==> src/design/slxfp_pkg.sv <==
// ----------------------------------------------------------------------------
// Frame parser package
// Sizes, result codes, the result record and circular pointer arithmetic
// shared by the frame parser modules.
// ----------------------------------------------------------------------------
package slxfp_pkg;

	localparam int MAX_PAYLOAD  = 32;
	localparam int STORE_DEPTH  = MAX_PAYLOAD + 3;
	localparam int PTR_W        = $clog2(STORE_DEPTH);
	localparam int CNT_W        = $clog2(STORE_DEPTH + 1);
	localparam int LEN_W        = $clog2(MAX_PAYLOAD + 1);
	localparam int TOT_W        = 9;
	localparam int BYTE_W       = 8;
	localparam int STATUS_W     = 2;
	localparam int IDX_W        = 5;
	localparam int FLEN_W       = 6;
	localparam int QUEUE_DEPTH  = 4;
	localparam int QPTR_W       = $clog2(QUEUE_DEPTH);
	localparam int QCNT_W       = $clog2(QUEUE_DEPTH + 1);

	localparam logic [BYTE_W-1:0] SYNC_RESET = 8'hAA;

	typedef enum logic [STATUS_W-1:0] {
		ST_DATA    = 2'd0,
		ST_EMPTY   = 2'd1,
		ST_LEN_ERR = 2'd2,
		ST_CRC_ERR = 2'd3
	} status_t;

	typedef struct packed {
		status_t             status;
		logic [BYTE_W-1:0]   payload_byte;
		logic [IDX_W-1:0]    byte_index;
		logic [FLEN_W-1:0]   frame_length;
	} result_t;

	// Adds an offset of at most one store depth to a store pointer, modulo the depth.
	function automatic logic [PTR_W-1:0] ptr_add(input logic [PTR_W-1:0] ptr,
			input logic [CNT_W-1:0] off);
		logic [CNT_W:0] sum;
		sum = (CNT_W+1)'(ptr) + (CNT_W+1)'(off);
		if (sum >= (CNT_W+1)'(STORE_DEPTH)) begin
			sum = sum - (CNT_W+1)'(STORE_DEPTH);
		end
		return PTR_W'(sum);
	endfunction

endpackage

==> src/design/slxfp_ifs.sv <==
// ----------------------------------------------------------------------------
// Frame parser channels
// Valid/ready channels for received bytes and for parse results.
// ----------------------------------------------------------------------------
interface slxfp_rx_if
	import slxfp_pkg::*;
();
	logic              valid;
	logic              ready;
	logic [BYTE_W-1:0] rx_byte;

	modport source (output valid, output rx_byte, input ready);
	modport sink   (input valid, input rx_byte, output ready);
endinterface

interface slxfp_res_if
	import slxfp_pkg::*;
();
	logic                valid;
	logic                ready;
	logic [STATUS_W-1:0] status;
	logic [BYTE_W-1:0]   payload_byte;
	logic [IDX_W-1:0]    byte_index;
	logic [FLEN_W-1:0]   frame_length;
	logic                last;

	modport source (output valid, output status, output payload_byte, output byte_index,
		output frame_length, output last, input ready);
	modport sink   (input valid, input status, input payload_byte, input byte_index,
		input frame_length, input last, output ready);
endinterface

==> src/design/sync_length_xor_frame_parser.sv <==
// An item is registered in the receive queue before the parse engine takes it. The engine
// takes a new item only in its idle state, once it has applied the framing rule to the
// last one; its pace is set by the single read port of the byte store, most of all on a
// checksum rescan. A four-entry queue takes items meanwhile.
// Reset clears control state and sets the sync byte to 0xAA; store contents are not cleared.
// ----------------------------------------------------------------------------
// Sync/length/XOR frame parser
// Top level: sync byte register, receive queue and parse engine.
// ----------------------------------------------------------------------------
module sync_length_xor_frame_parser
	import slxfp_pkg::*;
(
	input  logic              clk,
	input  logic              arst_n,
	input  logic              cfg_we,
	input  logic [BYTE_W-1:0] cfg_wdata,
	slxfp_rx_if.sink          rx,
	slxfp_res_if.source       res
);

	logic [BYTE_W-1:0] sync_q;

	slxfp_rx_if q_if ();

	always_ff @(posedge clk or negedge arst_n) begin
		if (!arst_n) begin
			sync_q <= SYNC_RESET;
		end else if (cfg_we) begin
			sync_q <= cfg_wdata;
		end
	end

	slxfp_rx_queue u_queue (
		.clk    (clk),
		.arst_n (arst_n),
		.rx     (rx),
		.deq    (q_if.source)
	);

	slxfp_engine u_engine (
		.clk       (clk),
		.arst_n    (arst_n),
		.sync_byte (sync_q),
		.deq       (q_if.sink),
		.res       (res)
	);

endmodule

==> src/design/slxfp_rx_queue.sv <==
// ----------------------------------------------------------------------------
// Frame parser receive queue
// Accepts received bytes and holds a few of them while the parse engine works.
// ----------------------------------------------------------------------------
module slxfp_rx_queue
	import slxfp_pkg::*;
(
	input  logic       clk,
	input  logic       arst_n,
	slxfp_rx_if.sink   rx,
	slxfp_rx_if.source deq
);

	logic [BYTE_W-1:0] entry_q [QUEUE_DEPTH];
	logic [QPTR_W-1:0] wr_ptr_q;
	logic [QPTR_W-1:0] rd_ptr_q;
	logic [QCNT_W-1:0] count_q;
	logic              push;
	logic              pop;

	assign rx.ready    = (count_q < QCNT_W'(QUEUE_DEPTH));
	assign deq.valid   = (count_q != '0);
	assign deq.rx_byte = entry_q[rd_ptr_q];
	assign push        = rx.valid && rx.ready;
	assign pop         = deq.valid && deq.ready;

	always_ff @(posedge clk) begin
		if (push) begin
			entry_q[wr_ptr_q] <= rx.rx_byte;
		end
	end

	always_ff @(posedge clk or negedge arst_n) begin
		if (!arst_n) begin
			wr_ptr_q <= '0;
			rd_ptr_q <= '0;
			count_q  <= '0;
		end else begin
			if (push) begin
				wr_ptr_q <= wr_ptr_q + QPTR_W'(1);
			end
			if (pop) begin
				rd_ptr_q <= rd_ptr_q + QPTR_W'(1);
			end
			if (push && !pop) begin
				count_q <= count_q + QCNT_W'(1);
			end else if (pop && !push) begin
				count_q <= count_q - QCNT_W'(1);
			end
		end
	end

endmodule

==> src/design/slxfp_engine.sv <==
// ----------------------------------------------------------------------------
// Frame parser engine
// Appends each item to the circular byte store and applies the framing rule
// through one memory read port until more data is needed.
// ----------------------------------------------------------------------------
module slxfp_engine
	import slxfp_pkg::*;
(
	input  logic              clk,
	input  logic              arst_n,
	input  logic [BYTE_W-1:0] sync_byte,
	slxfp_rx_if.sink          deq,
	slxfp_res_if.source       res
);

	typedef enum logic [6:0] {
		S_IDLE = 7'b0000001,
		S_HEAD = 7'b0000010,
		S_HCHK = 7'b0000100,
		S_LEN  = 7'b0001000,
		S_SUM  = 7'b0010000,
		S_EMIT = 7'b0100000,
		S_DONE = 7'b1000000
	} state_t;

	logic [BYTE_W-1:0] store_q [STORE_DEPTH];
	logic [BYTE_W-1:0] rd_data_q;

	state_t            state_q, state_d;
	logic [PTR_W-1:0]  head_q;
	logic [CNT_W-1:0]  fill_q;
	logic [LEN_W-1:0]  len_q, len_d;
	logic [LEN_W-1:0]  idx_q, idx_d;
	logic [BYTE_W-1:0] xsum_q, xsum_d;
	logic              held_v_q;
	result_t           held_q;
	logic              out_v_q;
	result_t           out_q;
	logic              out_last_q;

	logic [PTR_W-1:0]  rd_addr;
	logic              wr_en;
	logic [CNT_W-1:0]  drop_n;
	logic              fill_inc;
	logic              emit_req;
	result_t           emit_res;
	logic              flush;
	logic              out_free;
	logic              stall;
	logic              push_out;

	assign out_free = !out_v_q || res.ready;
	assign stall    = (emit_req || flush) && held_v_q && !out_free;
	assign push_out = (emit_req || flush) && held_v_q && !stall;

	always_comb begin
		state_d  = state_q;
		len_d    = len_q;
		idx_d    = idx_q;
		xsum_d   = xsum_q;
		rd_addr  = head_q;
		wr_en    = 1'b0;
		fill_inc = 1'b0;
		drop_n   = '0;
		emit_req = 1'b0;
		emit_res = '0;
		flush    = 1'b0;
		deq.ready = 1'b0;
		unique case (state_q)
			S_IDLE: begin
				deq.ready = 1'b1;
				if (deq.valid) begin
					if (fill_q < CNT_W'(STORE_DEPTH)) begin
						wr_en    = 1'b1;
						fill_inc = 1'b1;
					end
					state_d = S_HEAD;
				end
			end
			S_HEAD: begin
				if (fill_q == '0) begin
					state_d = S_DONE;
				end else begin
					state_d = S_HCHK;
				end
			end
			S_HCHK: begin
				if (rd_data_q != sync_byte) begin
					drop_n  = CNT_W'(1);
					state_d = S_HEAD;
				end else if (fill_q < CNT_W'(2)) begin
					state_d = S_DONE;
				end else begin
					rd_addr = ptr_add(head_q, CNT_W'(1));
					state_d = S_LEN;
				end
			end
			S_LEN: begin
				if (rd_data_q > BYTE_W'(MAX_PAYLOAD)) begin
					drop_n          = CNT_W'(1);
					emit_req        = 1'b1;
					emit_res.status = ST_LEN_ERR;
					state_d         = S_HEAD;
				end else if (TOT_W'(fill_q) < TOT_W'(rd_data_q) + TOT_W'(3)) begin
					state_d = S_DONE;
				end else begin
					len_d   = LEN_W'(rd_data_q);
					idx_d   = '0;
					xsum_d  = '0;
					rd_addr = ptr_add(head_q, CNT_W'(2));
					state_d = S_SUM;
				end
			end
			S_SUM: begin
				if (idx_q == len_q) begin
					if (rd_data_q != xsum_q) begin
						drop_n          = CNT_W'(1);
						emit_req        = 1'b1;
						emit_res.status = ST_CRC_ERR;
						state_d         = S_HEAD;
					end else if (len_q == '0) begin
						drop_n          = CNT_W'(3);
						emit_req        = 1'b1;
						emit_res.status = ST_EMPTY;
						state_d         = S_HEAD;
					end else begin
						idx_d   = '0;
						rd_addr = ptr_add(head_q, CNT_W'(2));
						state_d = S_EMIT;
					end
				end else begin
					xsum_d  = xsum_q ^ rd_data_q;
					idx_d   = idx_q + LEN_W'(1);
					rd_addr = ptr_add(head_q, CNT_W'(idx_q) + CNT_W'(3));
				end
			end
			S_EMIT: begin
				emit_req              = 1'b1;
				emit_res.status       = ST_DATA;
				emit_res.payload_byte = rd_data_q;
				emit_res.byte_index   = IDX_W'(idx_q);
				emit_res.frame_length = FLEN_W'(len_q);
				if (idx_q == len_q - LEN_W'(1)) begin
					drop_n  = CNT_W'(len_q) + CNT_W'(3);
					state_d = S_HEAD;
				end else begin
					idx_d   = idx_q + LEN_W'(1);
					rd_addr = ptr_add(head_q, CNT_W'(idx_q) + CNT_W'(3));
				end
			end
			S_DONE: begin
				flush   = 1'b1;
				state_d = S_IDLE;
			end
			default: begin
				state_d = S_IDLE;
			end
		endcase
	end

	always_ff @(posedge clk) begin
		if (wr_en) begin
			store_q[ptr_add(head_q, fill_q)] <= deq.rx_byte;
		end
		if (!stall) begin
			rd_data_q <= store_q[rd_addr];
		end
	end

	always_ff @(posedge clk or negedge arst_n) begin
		if (!arst_n) begin
			state_q    <= S_IDLE;
			head_q     <= '0;
			fill_q     <= '0;
			len_q      <= '0;
			idx_q      <= '0;
			xsum_q     <= '0;
			held_v_q   <= 1'b0;
			held_q     <= '0;
			out_v_q    <= 1'b0;
			out_q      <= '0;
			out_last_q <= 1'b0;
		end else begin
			if (!stall) begin
				state_q <= state_d;
				head_q  <= ptr_add(head_q, drop_n);
				fill_q  <= fill_q + CNT_W'(fill_inc) - drop_n;
				len_q   <= len_d;
				idx_q   <= idx_d;
				xsum_q  <= xsum_d;
				if (emit_req) begin
					held_v_q <= 1'b1;
					held_q   <= emit_res;
				end else if (flush) begin
					held_v_q <= 1'b0;
				end
			end
			if (push_out) begin
				out_v_q    <= 1'b1;
				out_q      <= held_q;
				out_last_q <= flush;
			end else if (res.ready) begin
				out_v_q <= 1'b0;
			end
		end
	end

	assign res.valid        = out_v_q;
	assign res.status       = out_q.status;
	assign res.payload_byte = out_q.payload_byte;
	assign res.byte_index   = out_q.byte_index;
	assign res.frame_length = out_q.frame_length;
	assign res.last         = out_last_q;

endmodule

==> src/flat_wrapper.sv <==
// flat-port wrapper written by rule: the top's interface ports become plain ports
module sync_length_xor_frame_parser_flat import slxfp_pkg::*;
  (clk, arst_n, cfg_we, cfg_wdata, rx_valid, rx_rx_byte, rx_ready, res_valid, res_status, res_payload_byte, res_byte_index, res_frame_length, res_last, res_ready);
  slxfp_rx_if rx_i ();
  slxfp_res_if res_i ();
  input  logic clk;
  input  logic arst_n;
  input  logic cfg_we;
  input  logic [BYTE_W-1:0] cfg_wdata;
  input wire logic [$bits(rx_i.valid)-1:0] rx_valid;
  input wire logic [$bits(rx_i.rx_byte)-1:0] rx_rx_byte;
  output wire logic [$bits(rx_i.ready)-1:0] rx_ready;
  output wire logic [$bits(res_i.valid)-1:0] res_valid;
  output wire logic [$bits(res_i.status)-1:0] res_status;
  output wire logic [$bits(res_i.payload_byte)-1:0] res_payload_byte;
  output wire logic [$bits(res_i.byte_index)-1:0] res_byte_index;
  output wire logic [$bits(res_i.frame_length)-1:0] res_frame_length;
  output wire logic [$bits(res_i.last)-1:0] res_last;
  input wire logic [$bits(res_i.ready)-1:0] res_ready;
  assign rx_i.valid = rx_valid;
  assign rx_i.rx_byte = rx_rx_byte;
  assign rx_ready = rx_i.ready;
  assign res_valid = res_i.valid;
  assign res_status = res_i.status;
  assign res_payload_byte = res_i.payload_byte;
  assign res_byte_index = res_i.byte_index;
  assign res_frame_length = res_i.frame_length;
  assign res_last = res_i.last;
  assign res_i.ready = res_ready;
  sync_length_xor_frame_parser u_core (.clk(clk), .arst_n(arst_n), .cfg_we(cfg_we), .cfg_wdata(cfg_wdata), .rx(rx_i), .res(res_i));
endmodule
==> config.mk <==
export PLATFORM = sky130hd
export DESIGN_NAME = sync_length_xor_frame_parser_flat
export DESIGN_NICKNAME = d
export VERILOG_FILES = /design/src/design/slxfp_pkg.sv /design/src/design/slxfp_ifs.sv /design/src/design/sync_length_xor_frame_parser.sv /design/src/design/slxfp_rx_queue.sv /design/src/design/slxfp_engine.sv /design/src/flat_wrapper.sv
export SDC_FILE = /design/constraint.sdc
export NUM_CORES = 1
export LEC_CHECK = 0
export ABC_AREA = 1
export BUFFER_PORTS_ARGS = -buffer_cell sky130_fd_sc_hd__buf_2
export CAP_MARGIN = 20
export CORE_MARGIN = 10
export CORE_UTILIZATION = 57
export DETAILED_ROUTE_END_ITERATION = 10
export GPL_TIMING_DRIVEN = 0
export PLACE_DENSITY = 0.73
export SLEW_MARGIN = 20
export SYNTH_ARGS = -nofsm -noshare
export SYNTH_HDL_FRONTEND = slang
export SYNTH_SLANG_ARGS = --single-unit
export TNS_END_PERCENT = 50
==> constraint.sdc <==
create_clock -name clk -period 5.13 [get_ports clk]
set_input_delay 0 -clock clk [delete_from_list [all_inputs] [get_ports clk]]
set_output_delay 0 -clock clk [all_outputs]
set_load 0.005 [all_outputs]
=== Yosys cells after proc, flatten, opt, wreduce, memory -nomap -nowiden ===
Memory sizes are Yosys's and may differ from the RTL's. A register that Yosys moved wholly into a read port is not among the register bits.
Index checks and enable logic that the tools add are counted.
W data, S select, Z words.

* Input bits: 21
* Word-level logic and storage cells: 177
* Memory bits (writable): 312
* Output and inout port bits: 24
* Memories kept: 2
* Register bits: 99

{| class="wikitable"
|+ Memories
! name !! words !! bits a word !! rd ports !! clocked after Yosys merged registers in !! write ports !! line !! text
|-
| u_core.u_engine.store_q || 35 || 8 || 1 || 1 || 1 || slxfp_engine.sv:26 || <nowiki>logic [BYTE_W-1:0] store_q [STORE_DEPTH];</nowiki>
|-
| u_core.u_queue.entry_q || 4 || 8 || 1 || 0 || 1 || slxfp_rx_queue.sv:14 || <nowiki>logic [BYTE_W-1:0] entry_q [QUEUE_DEPTH];</nowiki>
|}

* Order comparisons: 10
* Add/subtract/negate cells: 21
* Mux-type cells: 70
* Bitwise logic cells: 4
* Reductions and logical operators: 29
* Equal/unequal tests: 20

{| class="wikitable"
|+ Operator list
! cell !! number
|-
| $mux W6 || 23
|-
| $mux W7 || 8
|-
| $pmux W6 S4 || 2
|-
| $pmux W7 S6 || 1
|-
| $ge A7 B6 Y1 const B || 5
|-
| $sub A6 B6 Y6 const B || 5
|-
| $mux W8 || 3
|-
| $add A6 B6 Y7 || 3
|-
| $mux W1 || 20
|-
| $mux W19 || 1
|-
| $pmux W6 S3 || 1
|-
| $ne A8 B8 Y1 || 2
|-
| $pmux W8 S2 || 1
|-
| $add A6 B2 Y6 const B || 2
|-
| $eq A6 B6 Y1 || 2
|-
| $logic_not A6 Y1 || 2
|-
| $mux W2 || 6
|-
| $ne A2 B2 Y1 const B || 6
|-
| $add A8 B2 Y9 const B || 1
|-
| $lt A6 B9 Y1 || 1
|-
| $gt A8 B6 Y1 const B || 1
|-
| $reduce_and A4 Y1 || 2
|-
| $reduce_bool A2 Y1 || 4
|-
| $xor A8 B8 Y8 || 1
|-
| 32 further kinds || 51
|}

=== Longest topological paths before layout ===
Gate-level depths: netlist of run 1.

* Depth after elaboration: 11
* Depth in mapped cells: 28
* Gate-level depth less buffers: 27

=== Hierarchy ===
A second synthesis of run 1 with hierarchy kept.

* Cell total of the unflattened synthesis: 2188
* Area total of the unflattened synthesis: 20887.5 um^2

{| class="wikitable"
|+ By module, submodules not included
! module !! sequential area each (um^2) !! cells each !! instances !! area an instance (um^2)
|-
| slxfp_engine || 10751.6 || 2006 || 1 || 18865.6
|-
| slxfp_rx_queue || 1136.1 || 148 || 1 || 1711.6
|-
| sync_length_xor_frame_parser || 205.2 || 34 || 1 || 310.3
|}

=== Worst setup path after synthesis of run 1 ===
Ideal clock, no wire load.

* Path type: register to register
* Start: register u_core.u_engine.len_q[0]
* End: register u_core.u_engine.head_q[4]
* Path slack: 1.630 ns
* Data required time: 5.044 ns
* Buffers on the path: 0
* Clock period less this slack: 3.500 ns
* Library setup time: 0.086 ns
* Stages on the path, launching flop included: 23
* Arrival: 3.414 ns
* Cell sequence: dfrtp_1 > inv_1 > ha_1 > xnor2_1 > nor2_1 > nand2_1 > nor2_1 > nand3_2 > or2_2 > o21ai_0 > ha_1 > a21oi_1 > o21bai_1 > a21oi_1 > o21ai_0 > xor2_1 > o21ai_0 > nand2_1 > nand2_1 > nor3_1 > xor2_1 > nand2_1 > o21ai_0

* Cells in the longest elaborated chain, start to end: 8
* Elaborated cells between the ends (all ways): 21
* Classes of those cells: add/sub: 4; order compare: 1; eq/ne: 2; mux: 10; reduce/logical: 4

{| class="wikitable"
|+ RTL lines
! element !! line !! text
|-
| from (decl) || slxfp_engine.sv:32 || <nowiki>logic [LEN_W-1:0] len_q, len_d;</nowiki>
|-
| from (signal assigned) || slxfp_engine.sv:188 || <nowiki>len_q <= len_d;</nowiki>
|-
| parallel branches: the longest is 8 deep, another holds $add A6 B6 Y7 || - ||
|-
| to (signal assigned) || slxfp_engine.sv:186 || <nowiki>head_q <= ptr_add(head_q, drop_n);</nowiki>
|-
| to (decl) || slxfp_engine.sv:30 || <nowiki>logic [PTR_W-1:0] head_q;</nowiki>
|}

Parallel ways; which one is timed is not known.
A chain may end at the register's enable or synchronous reset.

=== Final worst setup path of run 1 ===
* Start: register u_core.u_engine.head_q[1]
* End: register u_core.u_engine.rd_data_q[1], read port of u_core.u_engine.store_q (data pin)

* Cells in the longest elaborated chain, start to end: 7
* Elaborated cells between the ends (all ways): 21
* Classes of those cells: add/sub: 6; order compare: 3; mux: 12

{| class="wikitable"
|+ RTL lines
! element !! line !! text
|-
| $add A6 B2 Y7 || slxfp_pkg.sv:42 || <nowiki>sum = (CNT_W+1)'(ptr) + (CNT_W+1)'(off);</nowiki>
|-
| $sub A6 B6 Y6 / $ge A7 B6 Y1 (equally long branches) || slxfp_pkg.sv:44, slxfp_pkg.sv:43 ||
|-
| $mux W6 || slxfp_pkg.sv:43 || <nowiki>if (sum >= (CNT_W+1)'(STORE_DEPTH)) begin</nowiki>
|-
| $mux W6 || slxfp_engine.sv:121 || <nowiki>end else if (len_q == '0) begin</nowiki>
|-
| $mux W6 || slxfp_engine.sv:116 || <nowiki>if (rd_data_q != xsum_q) begin</nowiki>
|-
| $mux W6 || slxfp_engine.sv:115 || <nowiki>if (idx_q == len_q) begin</nowiki>
|-
| $pmux W6 S4 (*) || slxfp_engine.sv:69 || <nowiki>unique case (state_q)</nowiki>
|-
| to (decl) || slxfp_engine.sv:27 || <nowiki>logic [BYTE_W-1:0] rd_data_q;</nowiki>
|}

Every way passes the cells marked *; elsewhere a longest branch is shown, timed or not.

==> impl_metrics.ini, run 1 <==
[global_routing]
grt_overflow_total = 0
grt_max_degree = 54
grt_pass1_vias = 15924
grt_pass1_wl_mm = 86.4
track_usage = 0.246
grt_antenna_before_repair = 0

[final_layout]
fill_cells = 2868
area_growth_pct = 14.1
multi_input_area_sq_um = 7330
final_common_cell = nand2_1
nets = 2409
layout-drive-gt1-share = 0.104
layout_common_cells = nand2_1 (421), nand3_1 (376), inv_1 (325)
seq_area_sq_um = 12100
final_cell_count_no_fill = 2830
diodes = 0

[setup_path]
critPathLaunchType = register
r2r-start = u_core.u_engine.head_q[1]
critPathCaptureType = register
cp_max_fo = 13
cp-endpoint = u_core.u_engine.rd_data_q[1]
r2r_end = u_core.u_engine.rd_data_q[1]
cp.required_ns = 5.46
crit_chain = inv_1 -> fa_1 -> inv_1 -> nand2_1 -> nand2_1 -> nand2_1 -> nor2_1 -> nand3_1 -> nand2_1 -> nand2_2 -> nand3_1 -> a21oi_1 -> nor2_1 -> nand2_1 -> inv_1 -> buf_2 -> nand3_1 -> nand3_1 -> nand3_1 -> nand3_1 -> nand2_1
max_stage_delay_ns = 0.74
worstSetupPathType = reg2reg
reg2reg_slack_ns = 0.51
slowest_stage = dfrtp_1
cp-startpoint = u_core.u_engine.head_q[1]
arrival_ns = 4.95
reg2reg_depth = 21

[sta]
period_share = 0.901
tightest_slew_ns = 0.858
grt_setup_unrepaired = no
report.final.setup_viol = 0
fin_crit_ns = 4.62
tns_ns = 0
finalHoldViolations = 0
max_slew_margin = 0.426
fin_skew_ns = 0.0276
fmax_ghz = 0.216
slew_viol_final = 0

[pwr]
clock_power_share = 0.207
p_sw_uw = 6940
pwr-share-seq = 0.306
leakagePower_uw = 0.0103
combPwrFrac = 0.487
internal-power_uw = 9030
p_per_area_nw_per_um2 = 663
switching_share = 0.434
ir_worst_vdd_mv = 0.634

[clocking]
clkTransAtPathRegs_ns = 0.06
cts.sinks = 419
cts_made_buffers = 45
cts_tree = built
post_cts_buffers = 0
clock_latency_ns = 0.58
clock_path_buffers = 3
h-tree-depth = 2
cts_root_buf = clkbuf_16

[synthesis]
yosysWarnings = 0
syn-instance-count = 2203
yosys.area.top_type = edfxtp_1
ys_ff_latch = 419
synth_cell_types = 48
synth_top_area_frac = 0.455
ys_seq_area_frac = 0.573
syn_avg_cell_area_sq_um = 9.58
netlist_top_cells_area = edfxtp_1 (46%), dfrtp_1 (11%), nand3_1 (8.9%), nand2_1 (7.5%), inv_1 (5.8%)
syn_nets = 2281
syn-cell-area_sq_um = 21100

[place]
placed_cells = 2726
finalWeightedCongestion = 0.956
dpl.hpwl_mm = 38.7
port_buffers = 44

[worst_hold_path]
worstHoldStart = res_ready
hold_path.class = in2reg

[floorplanning]
die_height_um = 212
design.core.area_sq_um = 36600
initial_core_util = 0.577
io_pins = 45
dieArea_sq_um = 45100
row_count = 70
die_x_um = 212

[routing]
antenna_left = 0
viasPerCell = 5.72
wl_per_cell_um = 19.4
drtPass1Iterations = 6
vias = 16196
drc = 0
drtIter0Drc = 1500
wl_mm = 54.8

[status]
outcome = completed

[run]
drv_cap = 0
==> per-layer routing <==
metal  track usage  wire [um]  up-vias
li1              -          -     7630
met1         0.304      21300     7725
met2         0.416      26800      680
met3        0.0339       4210      161
met4         0.122       2540        0
met5             0          0        -
==> layout make-up <==
| cell class | count | share of cell area |
|---|---|---|
| Sequential cell | 419 | 0.502 |
| Buffer | 94 | 0.0227 |
| Inverter | 333 | 0.0519 |
| Multi-Input combinational cell | 1357 | 0.304 |
| Timing Repair Buffer | 81 | 0.0335 |
| Clock inverter | 14 | 0.00956 |
| Tap cell | 468 | 0.0243 |
| Clock buffer | 64 | 0.0518 |
==> power groups by stage <==
stage / combinational [uW] / clock, uW / sequential [uW]
floorplan: 4870 / 0 / 4880
global placement: 6860 / 0 / 5020
detailed placement: 7580 / 0 / 4950
CTS: 7660 / 3330 / 4880
global route: 8530 / 3490 / 4930
finish: 7770 / 3310 / 4880
==> sequential cells by signal, indices dropped and copies added, names as in the netlist, 3 cells and up <==
name and cells:
u_core.u_engine.rd_data_q 8, u_core.u_queue.entry_q 32, u_core.u_engine.res.frame_length 6, u_core.u_engine.idx_q 6
u_core.u_engine.head_q 6, u_core.u_engine.res.byte_index 5, u_core.u_queue.count_q 3, u_core.u_engine.xsum_q 8
u_core.u_engine.len_q 6, u_core.u_engine.held_q 21, u_core.u_engine.res.payload_byte 8, u_core.u_engine.state_q 7
u_core.u_engine.fill_q 6, u_core.sync_q 8, u_core.u_engine.store_q 280
==> logic make-up after synthesis <==
kind of cell / synth area share
buf+inv: 0.0852
mux: 0.00160
flops: 0.573
simple gates: 0.231
fa+ha+maj: 0.0356
xor+xnor: 0.0220
compound gates: 0.0518
==> through the flow <==
step	instance area, sq um	util	total power, uW	worst slack (ns)	hold WS [ns]
floorplan	21100	-	9750	1.63	-0.296
global placement	21900	0.599	11900	0.321	0.209
detailed placement	22300	0.610	12500	0.632	-0.0183
CTS	24100	0.658	15900	0.640	0.141
global route	24100	0.658	16900	0.248	0.185
finish	24100	0.658	16000	0.507	0.160
==> worst min-delay path by stage <==
stage	to	slack (ns)	cells past startpoint
finish	u_core.u_engine.res.valid	0.16	3
global route	u_core.u_engine.res.valid	0.19	3
CTS	u_core.u_engine.res.valid	0.14	3
detailed placement	u_core.u_queue.wr_ptr_q[0]	-0.02	1
global placement	u_core.u_engine.res.valid	0.21	2
floorplan	u_core.sync_q[0]	-0.30	0
==> synth_stat cells, drive strengths merged <==
| cell type | instances |
|---|---|
| a21oi | 36 |
| o22ai | 11 |
| o211ai | 13 |
| nand3 | 380 |
| dfrtp | 94 |
| o41ai | 1 |
| xor2 | 33 |
| o2111ai | 2 |
| mux2 | 3 |
| a2111oi | 1 |
| nor4 | 3 |
| xnor2 | 20 |
| o21ai | 129 |
| nor2 | 123 |
| o21a | 2 |
| buf | 78 |
| fa | 5 |
| inv | 332 |
| ha | 52 |
| dfstp | 5 |
| nor3b | 1 |
| o21bai | 1 |
| clkinv | 1 |
| edfxtp | 320 |
| nor3 | 14 |
| o31ai | 1 |
| nand3b | 83 |
| or2 | 4 |
| nand2 | 426 |
| clkbuf | 16 |
| nand4 | 10 |
| a31oi | 3 |
==> timing repair <==
action                    CTS  global route
hold buffers               26             0
resized for setup           0             0
hold endpoints to repair  141             0
==> critical path: cells and delay by family (launching register included) <==
kind / cells / cell delay [ns]
adder cells (fa/ha/maj): 1 / 0.55
AND/OR/NAND/NOR: 15 / 1.99
buffers and inverters: 4 / 1.02
AO/OA/AOI/OAI: 1 / 0.10
flip-flops: 1 / 0.74
Power figures use the tool's default switching activity.
==> inputs of run 2 (changes only) <==
- ABC_AREA: 1 -> unset
==> impl_metrics.ini, run 2 <==
[setup_path]
r2r_end = u_core.u_engine.rd_data_q[3]
cp_max_fo = 10
reg2reg_slack_ns = 0.10
slowest_stage = or4_4
critPathLaunchType = register
arrival_ns = 5.33
reg2reg_depth = 17
cp_num_buf_inv = 5
cp-endpoint = u_core.u_engine.rd_data_q[3]
crit_chain = buf_4 -> buf_2 -> inv_1 -> ha_1 -> a2111o_1 -> a211oi_1 -> nor3_1 -> o21ai_1 -> a32oi_2 -> or4_4 -> buf_2 -> buf_2 -> nand2_1 -> a22oi_1 -> a21oi_1 -> o211ai_1 -> o31a_1
worstSetupPathType = reg2reg
cp.required_ns = 5.43
r2r-start = u_core.u_engine.head_q[2]
cp-startpoint = u_core.u_engine.head_q[2]
max_stage_delay_ns = 0.52
cp_common_cell = buf_2
cp_top_family = compound AO/OA/AOI/OAI gates
critPathCaptureType = register
crit_cells = 17

[sta]
period_share = 0.980
report.final.setup_viol = 0
fin_skew_ns = 0.0167
slew_viol_final = 0
fin_crit_ns = 5.03
max_slew_margin = 0.376
fmax_ghz = 0.199
tightest_slew_ns = 0.933
finalHoldViolations = 0
whs_ns = 0.0328

[floorplanning]
io_pins = 45
row_count = 68
design.core.area_sq_um = 34800
initial_core_util = 0.582
die_x_um = 208
die_height_um = 208
dieArea_sq_um = 43500

[synthesis]
yosysWarnings = 0
synth_cell_types = 87
synth-simple-area-share = 0.119
synth-compound-area-share = 0.122
synthAdderAreaFrac = 0.0371
syn_nets = 1750
netlist_top_cells_area = edfxtp_1 (47%), dfrtp_1 (12%), nand2_1 (4.5%), ha_1 (3.2%), a21oi_1 (3.0%)
syn_avg_cell_area_sq_um = 12.1
synth-async-reset-ratio = 0.236
synth_top_family_by_area = compound AO/OA/AOI/OAI gates
synth_ff_type = edfxtp_1
synth_edf_count = 320
syn-instance-count = 1672
ys_seq_area_frac = 0.597
synth_top_area_frac = 0.475
yosys-mux-area-fraction = 0.0631
syn-cell-area_sq_um = 20200
yosys.area.top_type = edfxtp_1
ys_ff_latch = 419
ys_top_cells_by_count = edfxtp_1 (320), nand2_1 (244), a21oi_1 (120)
yosysMostFrequentCell = edfxtp_1
synthXorXnorAreaFrac = 0.0329

[global_routing]
grt_pass1_wl_mm = 78.9
grt_antenna_before_repair = 1
grt_overflow_total = 0
grt_pass1_vias = 13980
grt_max_degree = 59
track_usage = 0.227

[final_layout]
final_core_util = 0.663
layout_common_cells = edfxtp_1 (320), nand2_1 (244), a21oi_1 (118)
final_common_cell = edfxtp_1
diodes = 0
area_growth_pct = 13.9
largest_reg_flops = 280
layout-drive-gt1-share = 0.165
reg.largest.list = u_core.u_engine.store_q (280), u_core.u_queue.entry_q (32), u_core.u_engine.held_q (21)
nets = 1877
final_area_sq_um = 23100
regMostFlops = u_core.u_engine.store_q

[routing]
drc = 0
drtPass1Iterations = 6
drtIter0Drc = 1781
wl_per_cell_um = 22.2
wl_mm = 50.8
antenna_left = 0
viasPerCell = 6.26
vias = 14305

[run]
drv_cap = 0

[place]
dpl.hpwl_mm = 34.1
placed_cell_area_sq_um = 21100
port_buffers = 43
finalWeightedCongestion = 0.947

[pwr]
p_per_area_nw_per_um2 = 623
leakagePower_uw = 0.00885
ir_worst_vdd_mv = 0.416
total_power_uw = 14400

[clocking]
cts.sinks = 419
clkTransAtPathRegs_ns = 0.06
clock_latency_ns = 0.57
cts_made_buffers = 43
cts_tree = built
h-tree-depth = 2
cts_root_buf = clkbuf_16
clock_path_buffers = 3

[status]
outcome = completed

[worst_hold_path]
hold_path.class = in2reg
-- run 2: worst register-to-register path: cells and delay by family, from the launching register on --
family	cells	cell delay [ns]
flops	1	0.48
buf+inv	5	1.05
simple gates	3	0.76
compound gates	8	2.09
fa+ha+maj	1	0.39
-- run 2: kinds of logic (layout without fill, tap and decap cells) --
group           Yosys count  in the layout
fa+ha+maj                57             57
xor+xnor                 76             76
buf+inv                 130            288
simple gates            517            517
mux                     105            105
flops                   419            419
compound gates          368            368
-- run 2: final cells by class --
cell class	count	area, sq um
flip-flops and latches	419	12100
fillers	2489	11700
multi-input cells	1123	7740
clock buffers	61	1200
repair buffers	86	657
well taps	455	569
plain buffers	89	458
clock inverters	15	188
inverters	37	139
-- run 2: worst min path at each step --
stage | cells past startpoint | from | to
4_1_cts | 4 | rx_valid | u_core.u_queue.wr_ptr_q[0]
2_1_floorplan | 0 | arst_n | u_core.sync_q[0]
3_5_place_dp | 1 | arst_n | u_core.u_engine.res.byte_index[2]
3_3_place_gp | 1 | rx_rx_byte[1] | u_core.u_queue.entry_q[1][1]
5_1_grt | 4 | rx_valid | u_core.u_queue.wr_ptr_q[0]
6_report | 4 | rx_valid | u_core.u_queue.wr_ptr_q[0]
-- run 2: report_power, final --
group          leakage [uW]  switching (uW)  total, uW  internal (uW)
Combinational       0.00398            4230       6520           2290
Clock              0.000676            1270       3110           1840
Sequential          0.00420             266       4750           4480
-- run 2: metrics by stage --
step / instances / setup TNS, ns / setup slack, ns
after floorplan: 1672 / 0 / 0.583
after global placement: 2170 / -4.71 / -0.731
after detailed placement: 2171 / -3.49 / -0.495
after CTS: 2274 / 0 / 0.00932
after global routing: 2285 / -0.00917 / -0.00917
final: 2285 / 0 / 0.104
-- run 2: repair_timing --
item	4_1_cts	5_1_grt
endpoints found under the hold margin	140	0
pin swaps	2	3
setup buffers	2	12
setup endpoints to repair	11	14
hold buffers	28	0
gates resized for setup	24	44
-- run 2: per-layer routing --
metal,global-route usage,vias up,routed length [um]
met5,0,-,11
met4,0.0707,2,1210
met3,0.0446,85,4650
met2,0.363,723,23900
met1,0.307,7015,21000
li1,-,6480,-
==> inputs of run 3 (changes only) <==
- CELL_PAD_IN_SITES_DETAIL_PLACEMENT: unset -> 2
- CELL_PAD_IN_SITES_GLOBAL_PLACEMENT: unset -> 2
- CORE_UTILIZATION: 57 -> 47
- PLACE_DENSITY: 0.73 -> 0.83
- REMOVE_ABC_BUFFERS: unset -> 1
- clock period: 5.13 -> 6 ns (I/O delays scaled with it)
==> impl_metrics.ini, run 3 (same netlist as run 2, synthesis figures left out) <==
[status]
outcome = completed

[setup_path]
worstSetupPathType = reg2reg
crit_chain = inv_1 -> ha_1 -> a22oi_1 -> or4_1 -> a31o_2 -> a21boi_1 -> or4_4 -> buf_12 -> buf_12 -> and2_1 -> a211oi_1 -> a311o_1 -> o311ai_1 -> a21oi_1 -> o41ai_2
cp.required_ns = 6.36
reg2reg_depth = 15
critPathLaunchType = register
slowest_stage = dfrtp_1
crit_cells = 15
cp_num_buf_inv = 3
cp_max_fo = 43
max_stage_delay_ns = 0.88
cp_top_family = compound AO/OA/AOI/OAI gates
cp_common_cell = buf_12
arrival_ns = 6.18
critPathCaptureType = register

[floorplanning]
die_x_um = 228
die_height_um = 228
dieArea_sq_um = 51800
design.core.area_sq_um = 42200
io_pins = 45
row_count = 75
initial_core_util = 0.479

[pwr]
p_per_area_nw_per_um2 = 563
clock_power_share = 0.220
ir_worst_vdd_mv = 0.459
p_sw_uw = 5530
leakagePower_uw = 0.00865
switching_share = 0.430
internal-power_uw = 7330
combPwrFrac = 0.449
total_power_uw = 12900
pwr-share-seq = 0.331

[global_routing]
track_usage = 0.260
grt_overflow_total = 0
grt_max_degree = 69
grt_pass1_wl_mm = 102
grt_antenna_before_repair = 1
grt_pass1_vias = 15991

[sta]
max_slew_margin = 0.254
tightest_slew_ns = 1.11
grt_setup_unrepaired = no
tns_ns = 0
fin_crit_ns = 5.82
slew_viol_final = 0
fmax_ghz = 0.172
fin_skew_ns = 0.0400
finalHoldViolations = 0
period_share = 0.970
report.final.setup_viol = 0

[final_layout]
diodes = 0
reg.largest.list = u_core.u_engine.store_q (280), u_core.u_queue.entry_q (32), u_core.u_engine.held_q (21)
layout-drive-gt1-share = 0.128
area_growth_pct = 12.9
final_core_util = 0.541
layout_common_cells = edfxtp_1 (320), nand2_1 (244), a21oi_1 (120)
fill_cells = 3964
nets = 1795
final_common_cell = edfxtp_1
largest_reg_flops = 280
regMostFlops = u_core.u_engine.store_q
final_cell_count_no_fill = 2294

[run]
drv_cap = 0

[clocking]
cts_made_buffers = 46
cts.sinks = 419
clock_latency_ns = 0.61
clkTransAtPathRegs_ns = 0.06
cts_root_buf = clkbuf_16
clock_path_buffers = 3
h-tree-depth = 2
cts_tree = built

[routing]
wl_per_cell_um = 28.9
antenna_left = 0
drc = 0
wl_mm = 66.3
drtPass1Iterations = 5
vias = 14385
viasPerCell = 6.27
drtIter0Drc = 1090

[place]
dpl.hpwl_mm = 42.9
finalWeightedCongestion = 0.843
port_buffers = 44
placed_cells = 2179

[worst_hold_path]
min_path_cells = 2
hold_path.class = in2reg
-- run 3: cell types whose count changed in the layout (fill, tap and decap cells not counted), moves of 5 or more --
cell,previous run,this run
buf_2,78,43
buf_1,6,0
clkbuf_2,9,0
clkbuf_1,37,16
buf_16,1,6
clkinv_1,2,7
buf_4,19,2
-- run 3: metal layers --
metal,share of wire,vias up,wire length (um),global-route usage
met2,0.50,447,33100,0.445
li1,-,6301,-,-
met5,0,-,0,0
met4,0.038,0,2510,0.102
met3,0.050,152,3290,0.0394
met1,0.41,7485,27400,0.326
-- run 3: per-stage QoR --
step                setup slack, ns  hold WS, ns  instance area (sq um)
floorplan                     0.193       -0.296                  19800
global placement              -2.54        0.211                  20700
detailed placement            0.214      -0.0789                  21100
CTS                          0.0380        0.120                  22800
global route                 0.0366        0.154                  22900
finish                        0.182        0.155                  22900
-- run 3: what timing repair did --
item	CTS	global route
hold buffers	29	0
endpoints found under the setup margin	1	8
gates resized for setup	1	4
buffers inserted	0	0
endpoints found under the hold margin	143	0
-- run 3: power by group through the flow --
stage          clock (uW)  sequential (uW)  combinational, uW
2_1_floorplan           0             4100               3490
3_3_place_gp            0             4250               4860
3_5_place_dp            0             4290               5510
4_1_cts              2870             4240               5720
5_1_grt              2990             4290               6220
6_report             2830             4250               5780
-- run 3: final timing paths --
kind | start | to | slack (ns)
max | u_core.u_engine.head_q[0] | u_core.u_engine.rd_data_q[6] | 0.18
min | rx_rx_byte[5] | u_core.u_queue.entry_q[2][5] | 0.16
max reg2reg | u_core.u_engine.head_q[0] | u_core.u_engine.rd_data_q[6] | 0.18
min reg2reg | u_core.u_engine.held_v_q | u_core.u_engine.held_v_q | 0.48
max in group asynchronous | arst_n | u_core.sync_q[7] | 5.13
min in group asynchronous | arst_n | u_core.u_engine.idx_q[1] | 0.48
-- run 3: layout make-up --
class	count	area [sq um]	share of cell area
Inverter	37	139	0.00608
Multi-Input combinational cell	1123	7650	0.335
Clock inverter	20	188	0.00821
Clock buffer	66	1280	0.0559
Tap cell	539	674	0.0295
Timing Repair Buffer	90	826	0.0361
Sequential cell	419	12100	0.529
